[src/design/lpd_pkg.sv]
// Shared types, codes and constants of the line and payload deframer.
// Used by lpd_ctrl and line_and_payload_deframer_unit; depends on nothing.
package lpd_pkg;

	// Default parameter values
	localparam int LINE_CAP_DEF    = 64;
	localparam int LENGTH_BITS_DEF = 24;

	// Fixed field widths
	localparam int KIND_W     = 2;
	localparam int OUT_KIND_W = 3;
	localparam int BYTE_W     = 8;
	localparam int PLEN_W     = 24;

	// Input kind codes
	localparam logic [KIND_W-1:0] KIND_BYTE       = 2'd0;
	localparam logic [KIND_W-1:0] KIND_BEGIN      = 2'd1;
	localparam logic [KIND_W-1:0] KIND_DISCONNECT = 2'd2;

	// Result kind codes
	localparam logic [OUT_KIND_W-1:0] OUT_LINE       = 3'd0;
	localparam logic [OUT_KIND_W-1:0] OUT_PAYLOAD    = 3'd1;
	localparam logic [OUT_KIND_W-1:0] OUT_ACCEPTED   = 3'd2;
	localparam logic [OUT_KIND_W-1:0] OUT_WRONG_MODE = 3'd3;
	localparam logic [OUT_KIND_W-1:0] OUT_ZERO_LEN   = 3'd4;
	localparam logic [OUT_KIND_W-1:0] OUT_ABORTED    = 3'd5;

	// Character codes
	localparam logic [BYTE_W-1:0] CHAR_LF    = 8'h0A;
	localparam logic [BYTE_W-1:0] CHAR_CR    = 8'h0D;
	localparam logic [BYTE_W-1:0] CHAR_NUL   = 8'h00;
	localparam logic [BYTE_W-1:0] CHAR_SPACE = 8'h20;

	// One result word
	typedef struct packed {
		logic [OUT_KIND_W-1:0] kind;
		logic [BYTE_W-1:0]     data;
		logic                  last;
	} result_t;

endpackage

[src/design/lpd_line_ram.sv]
// Line buffer memory: one write port, one read port with registered data.
// Depends on nothing; instantiated by lpd_ctrl.
module lpd_line_ram #(
	parameter int DEPTH  = 63,
	parameter int ADDR_W = 6
) (
	input  logic              clk,
	input  logic              wr_en,
	input  logic [ADDR_W-1:0] wr_addr,
	input  logic [7:0]        wr_data,
	input  logic              rd_en,
	input  logic [ADDR_W-1:0] rd_addr,
	output logic [7:0]        rd_data
);

	logic [7:0] mem [DEPTH];
	logic [7:0] rd_data_q;

	// Write port
	always_ff @(posedge clk) begin
		if (wr_en) begin
			mem[wr_addr] <= wr_data;
		end
	end

	// Read port, data held until the next read
	always_ff @(posedge clk) begin
		if (rd_en) begin
			rd_data_q <= mem[rd_addr];
		end
	end

	assign rd_data = rd_data_q;

endmodule

[src/design/lpd_ctrl.sv]
// Deframer sequencer: mode and length state, line buffer writes and readout,
// result register. Depends on lpd_pkg and lpd_line_ram.
module lpd_ctrl #(
	parameter int LINE_CAP    = lpd_pkg::LINE_CAP_DEF,
	parameter int LENGTH_BITS = lpd_pkg::LENGTH_BITS_DEF
) (
	input  logic                         clk,
	input  logic                         arst_n,
	input  logic                         deliver_payloads,
	input  logic                         in_valid,
	output logic                         in_ready,
	input  logic [lpd_pkg::KIND_W-1:0]   kind,
	input  logic [lpd_pkg::BYTE_W-1:0]   in_byte,
	input  logic [lpd_pkg::PLEN_W-1:0]   payload_length,
	output logic                         out_valid,
	input  logic                         out_ready,
	output lpd_pkg::result_t             result
);

	localparam int DEPTH  = LINE_CAP - 1;
	localparam int ADDR_W = (DEPTH > 1) ? $clog2(DEPTH) : 1;
	localparam int LEN_W  = $clog2(LINE_CAP);
	localparam int REM_W  = (LENGTH_BITS < lpd_pkg::PLEN_W) ? LENGTH_BITS : lpd_pkg::PLEN_W;

	typedef enum logic {
		S_IDLE,
		S_FLUSH
	} state_t;

	state_t                state_q, state_d;
	logic                  payload_mode_q, payload_mode_d;
	logic [LEN_W-1:0]      line_len_q, line_len_d;
	logic [REM_W-1:0]      remaining_q, remaining_d;
	logic [ADDR_W-1:0]     rd_idx_q, rd_idx_d;
	logic [ADDR_W-1:0]     flush_last_q, flush_last_d;
	logic                  out_valid_q, out_valid_d;
	lpd_pkg::result_t      result_q, result_d;

	logic                  slot_free;
	logic                  accept;
	logic                  wr_en;
	logic                  rd_en;
	logic [ADDR_W-1:0]     rd_addr;
	logic [7:0]            rd_data;
	logic [REM_W-1:0]      len_in;
	logic [REM_W-1:0]      rem_dec;

	lpd_line_ram #(
		.DEPTH  (DEPTH),
		.ADDR_W (ADDR_W)
	) u_ram (
		.clk     (clk),
		.wr_en   (wr_en),
		.wr_addr (line_len_q[ADDR_W-1:0]),
		.wr_data (in_byte),
		.rd_en   (rd_en),
		.rd_addr (rd_addr),
		.rd_data (rd_data)
	);

	assign slot_free = !out_valid_q || out_ready;
	assign in_ready  = (state_q == S_IDLE) && slot_free;
	assign accept    = in_valid && in_ready;
	assign len_in    = payload_length[REM_W-1:0];
	assign rem_dec   = (remaining_q != '0) ? remaining_q - REM_W'(1) : remaining_q;

	// Decode the accepted word and step the line readout
	always_comb begin
		state_d        = state_q;
		payload_mode_d = payload_mode_q;
		line_len_d     = line_len_q;
		remaining_d    = remaining_q;
		rd_idx_d       = rd_idx_q;
		flush_last_d   = flush_last_q;
		out_valid_d    = out_valid_q && !out_ready;
		result_d       = result_q;
		wr_en          = 1'b0;
		rd_en          = 1'b0;
		rd_addr        = '0;

		case (state_q)
			S_IDLE: begin
				if (accept) begin
					case (kind)
						lpd_pkg::KIND_DISCONNECT: begin
							line_len_d = '0;
							if (payload_mode_q) begin
								payload_mode_d = 1'b0;
								remaining_d    = '0;
								out_valid_d    = 1'b1;
								result_d       = '{lpd_pkg::OUT_ABORTED, '0, 1'b0};
							end
						end
						lpd_pkg::KIND_BEGIN: begin
							out_valid_d = 1'b1;
							if (payload_mode_q) begin
								result_d = '{lpd_pkg::OUT_WRONG_MODE, '0, 1'b0};
							end else if (len_in == '0) begin
								result_d = '{lpd_pkg::OUT_ZERO_LEN, '0, 1'b0};
							end else begin
								payload_mode_d = 1'b1;
								remaining_d    = len_in;
								result_d       = '{lpd_pkg::OUT_ACCEPTED, '0, 1'b0};
							end
						end
						lpd_pkg::KIND_BYTE: begin
							if (payload_mode_q) begin
								// Count the payload down; if delivery is on, pass it through, NUL becomes space
								remaining_d = rem_dec;
								if (rem_dec == '0) begin
									payload_mode_d = 1'b0;
								end
								if (deliver_payloads) begin
									out_valid_d   = 1'b1;
									result_d.kind = lpd_pkg::OUT_PAYLOAD;
									result_d.data = (in_byte == lpd_pkg::CHAR_NUL) ?
										lpd_pkg::CHAR_SPACE : in_byte;
									result_d.last = (rem_dec == '0);
								end
							end else if (in_byte == lpd_pkg::CHAR_LF) begin
								// Start readout of a nonempty line at entry zero
								line_len_d = '0;
								if (line_len_q != '0) begin
									flush_last_d = ADDR_W'(line_len_q - LEN_W'(1));
									rd_idx_d     = '0;
									rd_en        = 1'b1;
									state_d      = S_FLUSH;
								end
							end else if (in_byte != lpd_pkg::CHAR_CR) begin
								// Buffer the byte, or drop the whole line on overflow
								if (line_len_q < LEN_W'(DEPTH)) begin
									wr_en      = 1'b1;
									line_len_d = line_len_q + LEN_W'(1);
								end else begin
									line_len_d = '0;
								end
							end
						end
						default: begin
						end
					endcase
				end
			end
			S_FLUSH: begin
				// Move one stored byte out per free slot, prefetch the next
				if (slot_free) begin
					out_valid_d   = 1'b1;
					result_d.kind = lpd_pkg::OUT_LINE;
					result_d.data = rd_data;
					result_d.last = (rd_idx_q == flush_last_q);
					if (rd_idx_q == flush_last_q) begin
						state_d = S_IDLE;
					end else begin
						rd_idx_d = rd_idx_q + ADDR_W'(1);
						rd_en    = 1'b1;
						rd_addr  = rd_idx_d;
					end
				end
			end
			default: begin
				state_d = S_IDLE;
			end
		endcase
	end

	// State and result register
	always_ff @(posedge clk or negedge arst_n) begin
		if (!arst_n) begin
			state_q        <= S_IDLE;
			payload_mode_q <= 1'b0;
			line_len_q     <= '0;
			remaining_q    <= '0;
			rd_idx_q       <= '0;
			flush_last_q   <= '0;
			out_valid_q    <= 1'b0;
			result_q       <= '0;
		end else begin
			state_q        <= state_d;
			payload_mode_q <= payload_mode_d;
			line_len_q     <= line_len_d;
			remaining_q    <= remaining_d;
			rd_idx_q       <= rd_idx_d;
			flush_last_q   <= flush_last_d;
			out_valid_q    <= out_valid_d;
			result_q       <= result_d;
		end
	end

	assign out_valid = out_valid_q;
	assign result    = result_q;

endmodule

[src/design/line_and_payload_deframer_unit.sv]
// Line and payload deframer top level: configuration register and ports.
// Depends on lpd_pkg and lpd_ctrl.
//
// Input words (kind, in_byte, payload_length) enter on in_valid/in_ready;
// results (out_kind, out_byte, out_last) leave on out_valid/out_ready from
// a single output register. The deliver_payloads bit is written through
// cfg_valid/cfg_ready/cfg_data, which is always ready.
// A word that yields a result shows it on the outputs in the cycle after it
// is accepted, and a new word is taken in that same cycle if the result is
// consumed, so outside a line readout the block sustains one word per cycle.
// An LF that closes a nonempty line blocks the input while the bytes are
// read back from the line memory (one read per cycle while the output is not
// stalled, read data registered in the memory); the line bytes then leave the
// result register one per cycle while out_ready is high.
// With a result pending and out_ready low, the result register holds and in_ready
// drops until it is taken; the line readout pauses without losing a byte.
// Reset puts the block in line mode with an empty line, no payload pending
// and deliver_payloads set; the line memory itself is not cleared.
module line_and_payload_deframer_unit #(
	parameter int LINE_CAP    = lpd_pkg::LINE_CAP_DEF,
	parameter int LENGTH_BITS = lpd_pkg::LENGTH_BITS_DEF
) (
	input  logic                            clk,
	input  logic                            arst_n,
	input  logic                            cfg_valid,
	output logic                            cfg_ready,
	input  logic                            cfg_data,
	input  logic                            in_valid,
	output logic                            in_ready,
	input  logic [lpd_pkg::KIND_W-1:0]      kind,
	input  logic [lpd_pkg::BYTE_W-1:0]      in_byte,
	input  logic [lpd_pkg::PLEN_W-1:0]      payload_length,
	output logic                            out_valid,
	input  logic                            out_ready,
	output logic [lpd_pkg::OUT_KIND_W-1:0]  out_kind,
	output logic [lpd_pkg::BYTE_W-1:0]      out_byte,
	output logic                            out_last
);

	logic             deliver_payloads_q;
	lpd_pkg::result_t result;

	// Hold the configuration bit
	always_ff @(posedge clk or negedge arst_n) begin
		if (!arst_n) begin
			deliver_payloads_q <= 1'b1;
		end else if (cfg_valid && cfg_ready) begin
			deliver_payloads_q <= cfg_data;
		end
	end

	assign cfg_ready = 1'b1;

	lpd_ctrl #(
		.LINE_CAP    (LINE_CAP),
		.LENGTH_BITS (LENGTH_BITS)
	) u_ctrl (
		.clk              (clk),
		.arst_n           (arst_n),
		.deliver_payloads (deliver_payloads_q),
		.in_valid         (in_valid),
		.in_ready         (in_ready),
		.kind             (kind),
		.in_byte          (in_byte),
		.payload_length   (payload_length),
		.out_valid        (out_valid),
		.out_ready        (out_ready),
		.result           (result)
	);

	assign out_kind = result.kind;
	assign out_byte = result.data;
	assign out_last = result.last;

endmodule
[config.mk]
export PLATFORM = sky130hd
export DESIGN_NAME = line_and_payload_deframer_unit
export DESIGN_NICKNAME = d
export VERILOG_FILES = /design/src/design/lpd_pkg.sv /design/src/design/lpd_line_ram.sv /design/src/design/lpd_ctrl.sv /design/src/design/line_and_payload_deframer_unit.sv
export SDC_FILE = /design/constraint.sdc
export NUM_CORES = 1
export LEC_CHECK = 0
export BUFFER_PORTS_ARGS = -buffer_cell sky130_fd_sc_hd__buf_2
export CORE_UTILIZATION = 39
export DETAILED_ROUTE_END_ITERATION = 10
export SETUP_SLACK_MARGIN = 0.5
export SLEW_MARGIN = 40
export SYNTH_ARGS = -nofsm -noshare
export SYNTH_HDL_FRONTEND = slang
export SYNTH_HIERARCHICAL = 1
export SYNTH_SLANG_ARGS = --single-unit
[constraint.sdc]
create_clock -name clk -period 6.9 [get_ports clk]
set_input_delay 0.69 -clock clk [delete_from_list [all_inputs] [get_ports clk]]
set_output_delay 0.69 -clock clk [all_outputs]
set_load 0.005 [all_outputs]
==> qor.txt, run 1 <==
OUTCOME
---------------------------------------------------------------------------------
Status                                                               finished clean

LAYOUT
---------------------------------------------------------------------------------
Number of nets in the layout                                                 1555
# fillers                                                                    5214
Post-route insts no fill                                                     2328
Area growth from synthesis to layout                                        12.1%
Sequential cell area                                                  16800 sq um
N_diodes                                                                        0
Area of the multi-input gates                                          6670 sq um
Layout cells sized above 1                                                  21.9%

FLOORPLANNING
---------------------------------------------------------------------------------
Core area                                                             60500 sq um
Effective utilization at floorplan                                          39.5%
Total I/O pin count                                                            55
Standard-cell rows                                                             90
Die Span X                                                                 250 um
Die outline height                                                         250 um
Die area                                                              62300 sq um

LOGIC SYNTHESIS
---------------------------------------------------------------------------------
Largest family of logic cells by synthesized area                    multiplexers
Post-synth EDFFs                                                              512
Predominant post-synthesis flop cell                                 sky130_fd_sc_hd__edfxtp_1
Ranking of synthesized cells by instance count                       sky130_fd_sc_hd__edfxtp_1 (512), sky130_fd_sc_hd__nor2_1 (123), sky130_fd_sc_hd__mux4_2 (115), sky130_fd_sc_hd__nand2_1 (87), sky130_fd_sc_hd__o21ai_0 (63)
Syn Nets                                                                     1498
Total of warnings raised by yosys                                               6
Async SR Flop Fraction                                                      10.2%
Adder and majority cell fraction of the synthesized area                   0.524%
Area share of the largest cell type after synthesis                         64.4%
Post-synthesis average cell area                                       16.5 sq um
Post-Synth XOR/XNOR Area                                                   0.697%
Cell accounting for the most synthesized area                        sky130_fd_sc_hd__edfxtp_1
Most common cell in the synthesized netlist                          sky130_fd_sc_hd__edfxtp_1
Post-Synthesis Cells                                                         1448
Proportion of synthesized chip area in sequential cells                     70.4%
Distinct cell type count of the synthesized netlist                            81
Proportion of synthesized area in mux cells                                 12.3%
Cells taking the most area after synthesis                           sky130_fd_sc_hd__edfxtp_1 (64%), sky130_fd_sc_hd__mux4_2 (11%), sky130_fd_sc_hd__dfrtp_1 (6.0%)
Flops & latches, synth                                                        570
Post-synthesis compound-gate area fraction                                  6.56%
Simple-Gate Fraction of Synth Area                                          7.25%
Cell Area, Synth                                                      23900 sq um

PLACED DESIGN
---------------------------------------------------------------------------------
I/O Buffers                                                                    53
Instance count after placement with tap cells included                       2228
Placer congestion estimate                                                  0.871
Final HPWL DP                                                            36600 um

STA
---------------------------------------------------------------------------------
Final setup violation count                                                     0
Setup TNS                                                                    0 ns
Achievable Freq                                                         0.233 GHz
Count of endpoints failing hold in the final timing report                      0
RSZ-0062 raised after global routing                                           no
Final clock period utilization by the worst path                            62.1%
Worst-case clock skew                                                   0.0162 ns
Max-slew headroom at the worst pin                                          37.5%
Number of max-slew violations in the final report                               0
Worst Max-Slew Pin Slew                                                  0.933 ns
Shortest period the worst path allows                                     4.29 ns

CRITICAL PATH
---------------------------------------------------------------------------------
R2R Path Start                                                       u_ctrl/state_q
Required time worst endpoint                                              7.24 ns
Type of element capturing the critical path                                  flop
CP arrival                                                                4.63 ns
Startpoint of the worst setup timing path                            u_ctrl/state_q
Crit Path Class                                                           reg2reg
Critical path peak fanout                                                      38
Startpoint Class                                                             flop

GLOBAL ROUTE
---------------------------------------------------------------------------------
Largest net degree at the start of global routing                              66
Via count of the first global-routing pass                                  13400
Overall fraction of global-route tracks in use                              18.7%
Number of antenna violations at the first check in global routing               0
Global-route wire length before repair                                   86900 um
Grt total ovfl                                                                  0

CLOCKING
---------------------------------------------------------------------------------
Post-CTS Setup Bufs                                                             0
TritonCTS clock tree                                                          yes
# clock sinks                                                                 570
Clock buffers created by TritonCTS                                             56
Quantity of gates resized following cts                                         0
Htree depth                                                                     2
Clock root buffer                                                    sky130_fd_sc_hd__clkbuf_16
Source-to-sink clock delay at the later pin of the worst-skew pair        0.62 ns
Longest Clk Path Bufs                                                           3
CTS clk-pin slew, worst paths                                             0.07 ns
Hold-fix buffer count after cts                                                 0

DETAILED ROUTING
---------------------------------------------------------------------------------
Routed wirelength normalized by instance count                            25.0 um
Detailed router's first-iteration violation count                            1518
Routed WL                                                                58200 um
Number of vias in the routed layout                                         13600
Detailed Routing Iterations Pass 1                                              5
Number of nets with antenna violations after routing                            0
Remaining routing DRC violations                                                0
Via-to-Cell Ratio                                                            5.83

JOB
---------------------------------------------------------------------------------
Max-cap check violation count                                                   0

POWER
---------------------------------------------------------------------------------
Largest vdd supply drop                                                0.000204 V
Power per standard cell area                                          275 nW/um^2
Leakage dissipation                                                       8.44 nW

HOLD PATH
---------------------------------------------------------------------------------
Tightest Hold Check Type                                                 in2async

## worst max-delay path, cell delays in order, from the launching register on
cell	delay (ns)
sky130_fd_sc_hd__dfrtp_1	0.74
sky130_fd_sc_hd__nand3_1	0.56
sky130_fd_sc_hd__nor2_4	0.69
sky130_fd_sc_hd__buf_4	0.62
sky130_fd_sc_hd__mux4_2	0.41
sky130_fd_sc_hd__a22o_1	0.29
sky130_fd_sc_hd__o21ai_0	0.42
sky130_fd_sc_hd__o311ai_1	0.20
## logic make-up after synthesis
family | Yosys count
AO/OA/AOI/OAI | 236
other | 1
adder cells (fa/ha/maj) | 10
multiplexers | 149
buffers and inverters | 107
flip-flops | 570
XOR/XNOR | 19
AND/OR/NAND/NOR | 356
## layout make-up
type | count | area share, %
inverter | 22 | 0.308
tap | 782 | 3.65
clock buffer | 70 | 5.43
timing repair buffer | 84 | 2.16
sequential | 570 | 62.8
clock inverter | 29 | 0.747
multi-input combinational | 771 | 24.9
## sequential cells by signal, indices dropped and copies added (netlist names)
register               cells
u_ctrl/result             12
u_ctrl/rd_idx_q            6
u_ctrl/payload_mode_q      1
u_ctrl/u_ram/rd_data       8
u_ctrl/out_valid           1
u_ctrl/remaining_q        24
u_ctrl/u_ram/mem         504
u_ctrl/state_q             1
u_ctrl/flush_last_q        6
deliver_payloads_q         1
u_ctrl/line_len_q          6
## cell usage in the layout, fill, tap and decap left out, types with 11 or more instances in the layout
cell,n
sky130_fd_sc_hd__edfxtp_1,512
sky130_fd_sc_hd__mux4_2,115
sky130_fd_sc_hd__nor2_1,87
sky130_fd_sc_hd__nand2_1,87
sky130_fd_sc_hd__o21ai_0,62
sky130_fd_sc_hd__dfrtp_1,57
sky130_fd_sc_hd__clkbuf_16,56
sky130_fd_sc_hd__buf_2,53
sky130_fd_sc_hd__a21oi_1,46
sky130_fd_sc_hd__nand3_1,33
sky130_fd_sc_hd__nor2_2,32
sky130_fd_sc_hd__mux2i_1,27
sky130_fd_sc_hd__buf_4,25
sky130_fd_sc_hd__inv_1,22
sky130_fd_sc_hd__nor3_1,21
sky130_fd_sc_hd__clkinv_1,15
sky130_fd_sc_hd__a22oi_1,15
sky130_fd_sc_hd__clkbuf_1,14
sky130_fd_sc_hd__nor2b_1,13
sky130_fd_sc_hd__nand4_1,12
sky130_fd_sc_hd__o22ai_1,11
sky130_fd_sc_hd__a31oi_1,11
sky130_fd_sc_hd__a22o_1,11
## metal layers
| layer | global-route usage [%] | vias to the layer above | wire length [um] |
|---|---|---|---|
| met5 | 0 | - | 0 |
| met4 | 5.13 | 0 | 1240 |
| met3 | 3.71 | 87 | 4600 |
| met2 | 28.9 | 580 | 26700 |
| met1 | 27.0 | 7037 | 25600 |
| li1 | - | 5877 | - |
## where the power goes
group | switching (mW) | internal [mW] | total, mW
Clock | 1.28 | 1.53 | 2.81
Combinational | 0.398 | 0.221 | 0.619
Sequential | 0.116 | 3.83 | 3.94
## final timing paths
| kind | endpoint | slack, ns | cells past startpoint |
|---|---|---|---|
| setup reg to reg | u_ctrl/u_ram/rd_data[6] | 2.61 | 7 |
| max in group asynchronous | u_ctrl/result[7] | 6.35 | 2 |
| min in group clk | deliver_payloads_q | 0.32 | 2 |
| hold / removal | u_ctrl/remaining_q[10] | 0.14 | 2 |
| setup / recovery | u_ctrl/u_ram/rd_data[6] | 2.61 | 7 |
| hold reg to reg | u_ctrl/result[9] | 0.48 | 2 |
## stage by stage
step                      util, %  cell area [sq um]  worst slack (ns)  power, mW  hold slack [ns]
final                        44.3              26800              2.61       7.38            0.144
after global routing         44.3              26800              2.43       7.64            0.174
after CTS                    44.2              26700              2.47       7.43            0.242
after detailed placement     41.4              25100              2.40       4.62            0.470
after global placement       41.3              25000              2.51       4.60            0.452
after floorplan                 -              23900              3.67       4.41            0.394
Note: power is estimated with default switching activity, not from simulation.
==> run 2: changes to the inputs <==
- clock period: 6.9 -> 4.4 ns (I/O delays scaled with it)
==> run 2 against run 1 <==
Compared with the run above: die area unchanged; combinational power grew 60%; count of clock-buffer cells in the layout did not move; sequential share of layout area fell by 0.86 points; first-iteration DRC count is 18% lower; sequential cell count stayed put; clock power grew 66%; largest cell class unchanged; highest routed layer is now met5.
==> qor.txt, run 2 (synthesis gave the netlist of run 1 again) <==
OUTCOME
---------------------------------------------------------------------------------
Status                                                               finished clean   unchanged

DETAILED ROUTING
---------------------------------------------------------------------------------
Routed wirelength normalized by instance count                            24.7 um   was 25.0 um
Remaining routing DRC violations                                                0   unchanged
Detailed Routing Iterations Pass 1                                              5   unchanged
Via-to-Cell Ratio                                                            5.78   was 5.83
Routed WL                                                                58300 um   was 58200 um
Number of nets with antenna violations after routing                            0   unchanged
Detailed router's first-iteration violation count                            1248   was 1518
Number of vias in the routed layout                                         13700   was 13600

LAYOUT
---------------------------------------------------------------------------------
Number of flip-flops in the largest register                                  504   unchanged
N_diodes                                                                        0   unchanged
Number of nets in the layout                                                 1587   was 1555
Most common library cell in the layout ignoring fill and taps        sky130_fd_sc_hd__edfxtp_1   unchanged
Sequential cell area                                                  16800 sq um   unchanged
Highest-count cells in the layout ignoring fill and taps             sky130_fd_sc_hd__edfxtp_1 (512), sky130_fd_sc_hd__mux4_2 (115), sky130_fd_sc_hd__nor2_1 (100), sky130_fd_sc_hd__nand2_1 (87), sky130_fd_sc_hd__o21ai_0 (62)   was sky130_fd_sc_hd__edfxtp_1 (512), sky130_fd_sc_hd__mux4_2 (115), sky130_fd_sc_hd__nor2_1 (87), sky130_fd_sc_hd__nand2_1 (87), sky130_fd_sc_hd__o21ai_0 (62)
Layout cells sized above 1                                                  22.8%   was 21.9%
Area of the multi-input gates                                          6630 sq um   was 6670 sq um
# fillers                                                                    5174   was 5214
Largest Register                                                     u_ctrl/u_ram/mem   unchanged
Area growth from synthesis to layout                                        13.7%   was 12.1%

STA
---------------------------------------------------------------------------------
Achievable Freq                                                         0.275 GHz   was 0.233 GHz
Max-slew headroom at the worst pin                                          42.1%   was 37.5%
Number of max-slew violations in the final report                               0   unchanged
Final clock period utilization by the worst path                            82.7%   was 62.1%
RSZ-0062 raised after global routing                                           no   unchanged
Worst-case clock skew                                                   0.0315 ns   was 0.0162 ns
Setup TNS                                                                    0 ns   unchanged
Worst Max-Slew Pin Slew                                                  0.865 ns   was 0.933 ns
Final setup violation count                                                     0   unchanged
Count of endpoints failing hold in the final timing report                      0   unchanged
Shortest period the worst path allows                                     3.64 ns   was 4.29 ns

PLACED DESIGN
---------------------------------------------------------------------------------
Placer congestion estimate                                                  0.860   was 0.871
Final HPWL DP                                                            37500 um   was 36600 um
I/O Buffers                                                                    53   unchanged

CLOCKING
---------------------------------------------------------------------------------
Clock root buffer                                                    sky130_fd_sc_hd__clkbuf_16   unchanged
Post-CTS Setup Bufs                                                             0   unchanged
# clock sinks                                                                 570   unchanged
Quantity of gates resized following cts                                         0   unchanged
Clock buffers created by TritonCTS                                             57   was 56
CTS clk-pin slew, worst paths                                             0.06 ns   was 0.07 ns
Longest Clk Path Bufs                                                           3   unchanged
Source-to-sink clock delay at the later pin of the worst-skew pair        0.63 ns   was 0.62 ns
Htree depth                                                                     2   unchanged
TritonCTS clock tree                                                          yes   unchanged

GLOBAL ROUTE
---------------------------------------------------------------------------------
Grt total ovfl                                                                  0   unchanged
Via count of the first global-routing pass                                  13600   was 13400
Global-route wire length before repair                                   87700 um   was 86900 um
Largest net degree at the start of global routing                              65   was 66
Overall fraction of global-route tracks in use                              18.8%   was 18.7%
Number of antenna violations at the first check in global routing               2   was 0

CRITICAL PATH
---------------------------------------------------------------------------------
CP Buf/Inv Count                                                                2   was 1
Crit Path Class                                                           reg2reg   unchanged
Type of element capturing the critical path                                  flop   unchanged
CP arrival                                                                3.97 ns   was 4.63 ns
Max stage delay on crit path                                              0.52 ns   was 0.74 ns
Critical path peak fanout                                                      19   was 38
Startpoint Class                                                             flop   unchanged
Required time worst endpoint                                              4.74 ns   was 7.24 ns
Gate family responsible for the most delay along the worst path      simple AND/OR/NAND/NOR gates   unchanged
Cell with the largest stage delay on the worst path                  sky130_fd_sc_hd__nor2_4   was sky130_fd_sc_hd__dfrtp_1
Cell breakdown of the critical path                                  xor2_1 -> nor4_1 -> nand3_1 -> nand3_1 -> buf_4 -> nor2_4 -> buf_4 -> mux4_2 -> a22o_1 -> a211oi_1 -> nor3_1   was nand3_1 -> nor2_4 -> buf_4 -> mux4_2 -> a22o_1 -> o21ai_0 -> o311ai_1

FLOORPLANNING
---------------------------------------------------------------------------------
Standard-cell rows                                                             90   unchanged
Total I/O pin count                                                            55   unchanged
Die outline height                                                         250 um   unchanged
Die Span X                                                                 250 um   unchanged
Core area                                                             60500 sq um   unchanged
Die area                                                              62300 sq um   unchanged
Effective utilization at floorplan                                          39.5%   unchanged

POWER
---------------------------------------------------------------------------------
Leakage dissipation                                                       8.68 nW   was 8.44 nW
Largest vdd supply drop                                                0.000301 V   was 0.000204 V
Final Total Pwr                                                           11.8 mW   was 7.38 mW
Power per standard cell area                                          436 nW/um^2   was 275 nW/um^2

HOLD PATH
---------------------------------------------------------------------------------
Tightest Hold Check Type                                                   in2reg   was in2async

JOB
---------------------------------------------------------------------------------
Max-cap check violation count                                                   0   unchanged

## run 2: path summary, 6_finish.rpt
kind | end | depth (start not counted) | startpoint | slack, ns
max | u_ctrl/u_ram/rd_data[3] | 11 | u_ctrl/rd_idx_q[0] | 0.76
min | deliver_payloads_q | 2 | cfg_data | 0.07
min reg2reg | u_ctrl/result[11] | 2 | u_ctrl/result[11] | 0.47
max reg2reg | u_ctrl/u_ram/rd_data[3] | 11 | u_ctrl/rd_idx_q[0] | 0.76
min in group asynchronous | u_ctrl/remaining_q[5] | 3 | arst_n | 0.42
max in group asynchronous | u_ctrl/line_len_q[0] | 3 | arst_n | 3.55
## run 2: area by class of cell
type,instances,area share [%]
clock buffer,70,5.51
clock inverter,31,1.08
inverter,22,0.304
multi-input combinational,771,24.4
sequential,570,62.0
tap,782,3.60
timing repair buffer,115,3.13
## run 2: per-stage QoR
step                cells  util, %  hold WS (ns)  cell area (sq um)  setup slack (ns)
global placement     2259     41.8         0.456              25300             0.859
global route         2361     44.9        0.0608              27200             0.655
detailed placement   2259     41.9         0.467              25300             0.816
floorplan            1448        -         0.144              23900              1.42
finish               2361     44.9        0.0677              27200             0.763
CTS                  2361     44.9        0.0361              27100             0.826
## run 2: metal layers
layer  routed length (um)  track usage [%]
met1                25600             26.8
met2                26500             28.5
met3                 4900             4.83
met4                 1300             5.27
met5                   27                0
## run 2: report_power, final
group | switching [mW] | leakage, nW | internal, mW
clock | 2.02 | 0.866 | 2.65
sequential | 0.168 | 5.37 | 6.00
combinational | 0.640 | 2.45 | 0.354
## run 2: what timing repair did
action / CTS / global route
endpoints found under the hold margin: 17 / 0
hold buffers: 1 / 0
setup endpoints to repair: 0 / 0
==> run 3: changes to the inputs <==
- clock period: 4.4 -> 3.35 ns (I/O delays scaled with it)
==> run 3 against run 2 <==
Compared with the run above: first-iteration DRC count up 8.8%; non-clock buffer count increased by 47; via count is 1.8% higher; critical path depth increased by 1; worst hold slack worse by 0.023 ns; critical endpoint is now u_ctrl/u_ram/rd_data[7]; core utilization increased by 2.0 points; routed wire length grew 3.3%; setup slack got worse by 0.49 ns; sequential share of layout area down 2.7 points; sequential cell count unchanged; register-to-register slack worse by 0.49 ns.
==> qor.txt, run 3 (synthesis gave the netlist of run 1 again) <==
CRITICAL PATH
---------------------------------------------------------------------------------
Startpoint of the worst setup timing path                            u_ctrl/flush_last_q[1]   was u_ctrl/rd_idx_q[0]
Required time worst endpoint                                              3.72 ns   was 4.74 ns
R2R Path Start                                                       u_ctrl/flush_last_q[1]   was u_ctrl/rd_idx_q[0]
Critical path peak fanout                                                       6   was 19
Type of element capturing the critical path                                  flop   unchanged
Startpoint Class                                                             flop   unchanged
Crit Path Class                                                           reg2reg   unchanged
CP arrival                                                                3.44 ns   was 3.97 ns

OUTCOME
---------------------------------------------------------------------------------
Status                                                               finished clean   unchanged

STA
---------------------------------------------------------------------------------
Final worst hold slack                                                  0.0444 ns   was 0.0677 ns
Count of endpoints failing hold in the final timing report                      0   unchanged
Max-slew headroom at the worst pin                                          47.7%   was 42.1%
Number of max-slew violations in the final report                               0   unchanged
Worst-case clock skew                                                   0.0230 ns   was 0.0315 ns
Achievable Freq                                                         0.325 GHz   was 0.275 GHz
Final setup violation count                                                     0   unchanged
Worst Max-Slew Pin Slew                                                  0.777 ns   was 0.865 ns
RSZ-0062 raised after global routing                                          yes   was no
Shortest period the worst path allows                                     3.08 ns   was 3.64 ns
Final clock period utilization by the worst path                            91.8%   was 82.7%
Setup TNS                                                                    0 ns   unchanged

LAYOUT
---------------------------------------------------------------------------------
# fillers                                                                    5073   was 5174
Number of nets in the layout                                                 1635   was 1587
Highest-count cells in the layout ignoring fill and taps             sky130_fd_sc_hd__edfxtp_1 (512), sky130_fd_sc_hd__mux4_2 (115), sky130_fd_sc_hd__nand2_1 (86), sky130_fd_sc_hd__buf_4 (73), sky130_fd_sc_hd__clkbuf_16 (64)   was sky130_fd_sc_hd__edfxtp_1 (512), sky130_fd_sc_hd__mux4_2 (115), sky130_fd_sc_hd__nor2_1 (100), sky130_fd_sc_hd__nand2_1 (87), sky130_fd_sc_hd__o21ai_0 (62)
Area growth from synthesis to layout                                        18.8%   was 13.7%
Most common library cell in the layout ignoring fill and taps        sky130_fd_sc_hd__edfxtp_1   unchanged
Largest Register                                                     u_ctrl/u_ram/mem   unchanged
Final instance area                                                   28400 sq um   was 27200 sq um
Number of flip-flops in the largest register                                  504   unchanged
Layout cells sized above 1                                                  30.4%   was 22.8%

PLACED DESIGN
---------------------------------------------------------------------------------
Placer congestion estimate                                                  0.888   was 0.860
Final HPWL DP                                                            37100 um   was 37500 um
I/O Buffers                                                                    53   unchanged
Area of placed instances                                              25600 sq um   was 25300 sq um

FLOORPLANNING
---------------------------------------------------------------------------------
Die outline height                                                         250 um   unchanged
Core area                                                             60500 sq um   unchanged
Effective utilization at floorplan                                          39.5%   unchanged
Die Span X                                                                 250 um   unchanged
Die area                                                              62300 sq um   unchanged
Standard-cell rows                                                             90   unchanged
Total I/O pin count                                                            55   unchanged

GLOBAL ROUTE
---------------------------------------------------------------------------------
Overall fraction of global-route tracks in use                              19.0%   was 18.8%
Largest net degree at the start of global routing                              66   was 65
Grt total ovfl                                                                  0   unchanged
Global-route wire length before repair                                   88300 um   was 87700 um
Via count of the first global-routing pass                                  13600   about the same
Number of antenna violations at the first check in global routing               1   was 2

CLOCKING
---------------------------------------------------------------------------------
CTS clk-pin slew, worst paths                                             0.06 ns   about the same
Htree depth                                                                     2   unchanged
# clock sinks                                                                 570   unchanged
Clock buffers created by TritonCTS                                             58   was 57
Source-to-sink clock delay at the later pin of the worst-skew pair        0.63 ns   about the same
TritonCTS clock tree                                                          yes   unchanged
Clock root buffer                                                    sky130_fd_sc_hd__clkbuf_16   unchanged
Longest Clk Path Bufs                                                           3   unchanged

DETAILED ROUTING
---------------------------------------------------------------------------------
Number of nets with antenna violations after routing                            0   unchanged
Via-to-Cell Ratio                                                            5.75   was 5.78
Detailed router's first-iteration violation count                            1358   was 1248
Detailed Routing Iterations Pass 1                                              7   was 5
Routed WL                                                                60200 um   was 58300 um
Routed wirelength normalized by instance count                            24.9 um   was 24.7 um
Remaining routing DRC violations                                                0   unchanged
Number of vias in the routed layout                                         13900   was 13700

POWER
---------------------------------------------------------------------------------
Leakage dissipation                                                       9.10 nW   was 8.68 nW
Power per standard cell area                                          556 nW/um^2   was 436 nW/um^2
Largest vdd supply drop                                                0.000407 V   was 0.000301 V

JOB
---------------------------------------------------------------------------------
Max-cap check violation count                                                   0   unchanged

HOLD PATH
---------------------------------------------------------------------------------
Tightest Hold Check Type                                                   in2reg   unchanged
Hold Crit Start                                                      payload_length[6]   was cfg_data

run 3: cell types whose count changed in the layout (fill, tap and decap cells not counted), sizes merged, moves of 3 or more:
cell / change
clkbuf: +5
clkinv: +6
dlygate4sd3: +3
buf: +39
run 3: area by class of cell:
| class | instances | area, sq um | share of cell area (%) |
|---|---|---|---|
| antenna | 1 | 2.50 | 0.00881 |
| clock buffer | 70 | 1520 | 5.35 |
| clock inverter | 38 | 332 | 1.17 |
| inverter | 22 | 82.6 | 0.291 |
| multi-input combinational | 771 | 7120 | 25.1 |
| sequential | 570 | 16800 | 59.3 |
| tap | 782 | 978 | 3.45 |
| timing repair buffer | 162 | 1530 | 5.39 |
run 3: path summary, 6_finish.rpt:
path / end / slack, ns / cells after the start
min in group asynchronous: u_ctrl/remaining_q[17] / 0.26 / 2
min reg2reg: u_ctrl/result[8] / 0.48 / 2
max in group asynchronous: u_ctrl/flush_last_q[0] / 2.42 / 3
max reg2reg: u_ctrl/u_ram/rd_data[7] / 0.27 / 12
max: u_ctrl/u_ram/rd_data[7] / 0.27 / 12
min: u_ctrl/remaining_q[6] / 0.04 / 3
run 3: layer usage:
layer,share of wire (%),global-route usage [%]
met5,0.015,0
met4,2.7,6.33
met3,8.1,4.41
met2,47,29.7
met1,42,26.3
run 3: through the flow:
| stage | power, mW | setup WS [ns] | util (%) | cells |
|---|---|---|---|---|
| 2_1_floorplan | 9.08 | 0.508 | - | 1448 |
| 3_3_place_gp | 9.52 | -0.0196 | 42.3 | 2284 |
| 3_5_place_dp | 9.55 | -0.0492 | 42.3 | 2284 |
| 4_1_cts | 15.9 | 0.253 | 45.9 | 2400 |
| 5_1_grt | 16.4 | 0.131 | 46.9 | 2415 |
| 6_report | 15.8 | 0.274 | 47.0 | 2416 |
run 3: timing repair:
| item | in CTS | in global routing |
|---|---|---|
| endpoints found under the hold margin | 44 | 0 |
| resized for setup | 54 | 93 |
| pin swaps | 14 | 25 |
| gates cloned | 2 | 6 |
| hold buffers | 4 | 0 |
| endpoints found under the setup margin | 247 | 418 |
| buffers inserted | 2 | 9 |
run 3: critical path, cell delays in order (launching register included):
cell                        delay (ns)
sky130_fd_sc_hd__dfrtp_1          0.39
sky130_fd_sc_hd__xor2_1           0.16
sky130_fd_sc_hd__nor4_1           0.29
sky130_fd_sc_hd__nand3_1          0.18
sky130_fd_sc_hd__nand3_4          0.16
sky130_fd_sc_hd__nor2_4           0.07
sky130_fd_sc_hd__buf_12           0.15
sky130_fd_sc_hd__clkbuf_16        0.17
sky130_fd_sc_hd__mux4_2           0.45
sky130_fd_sc_hd__a21oi_1          0.24
sky130_fd_sc_hd__and3_4           0.23
sky130_fd_sc_hd__a31oi_2          0.05
sky130_fd_sc_hd__o221a_2          0.28
run 3: power by group:
| part | internal [mW] | switching [mW] | total [mW] |
|---|---|---|---|
| registers | 7.89 | 0.214 | 8.10 |
| clock network | 3.61 | 2.70 | 6.31 |
| logic | 0.509 | 0.861 | 1.37 |
| total | 12.0 | 3.78 | 15.8 |
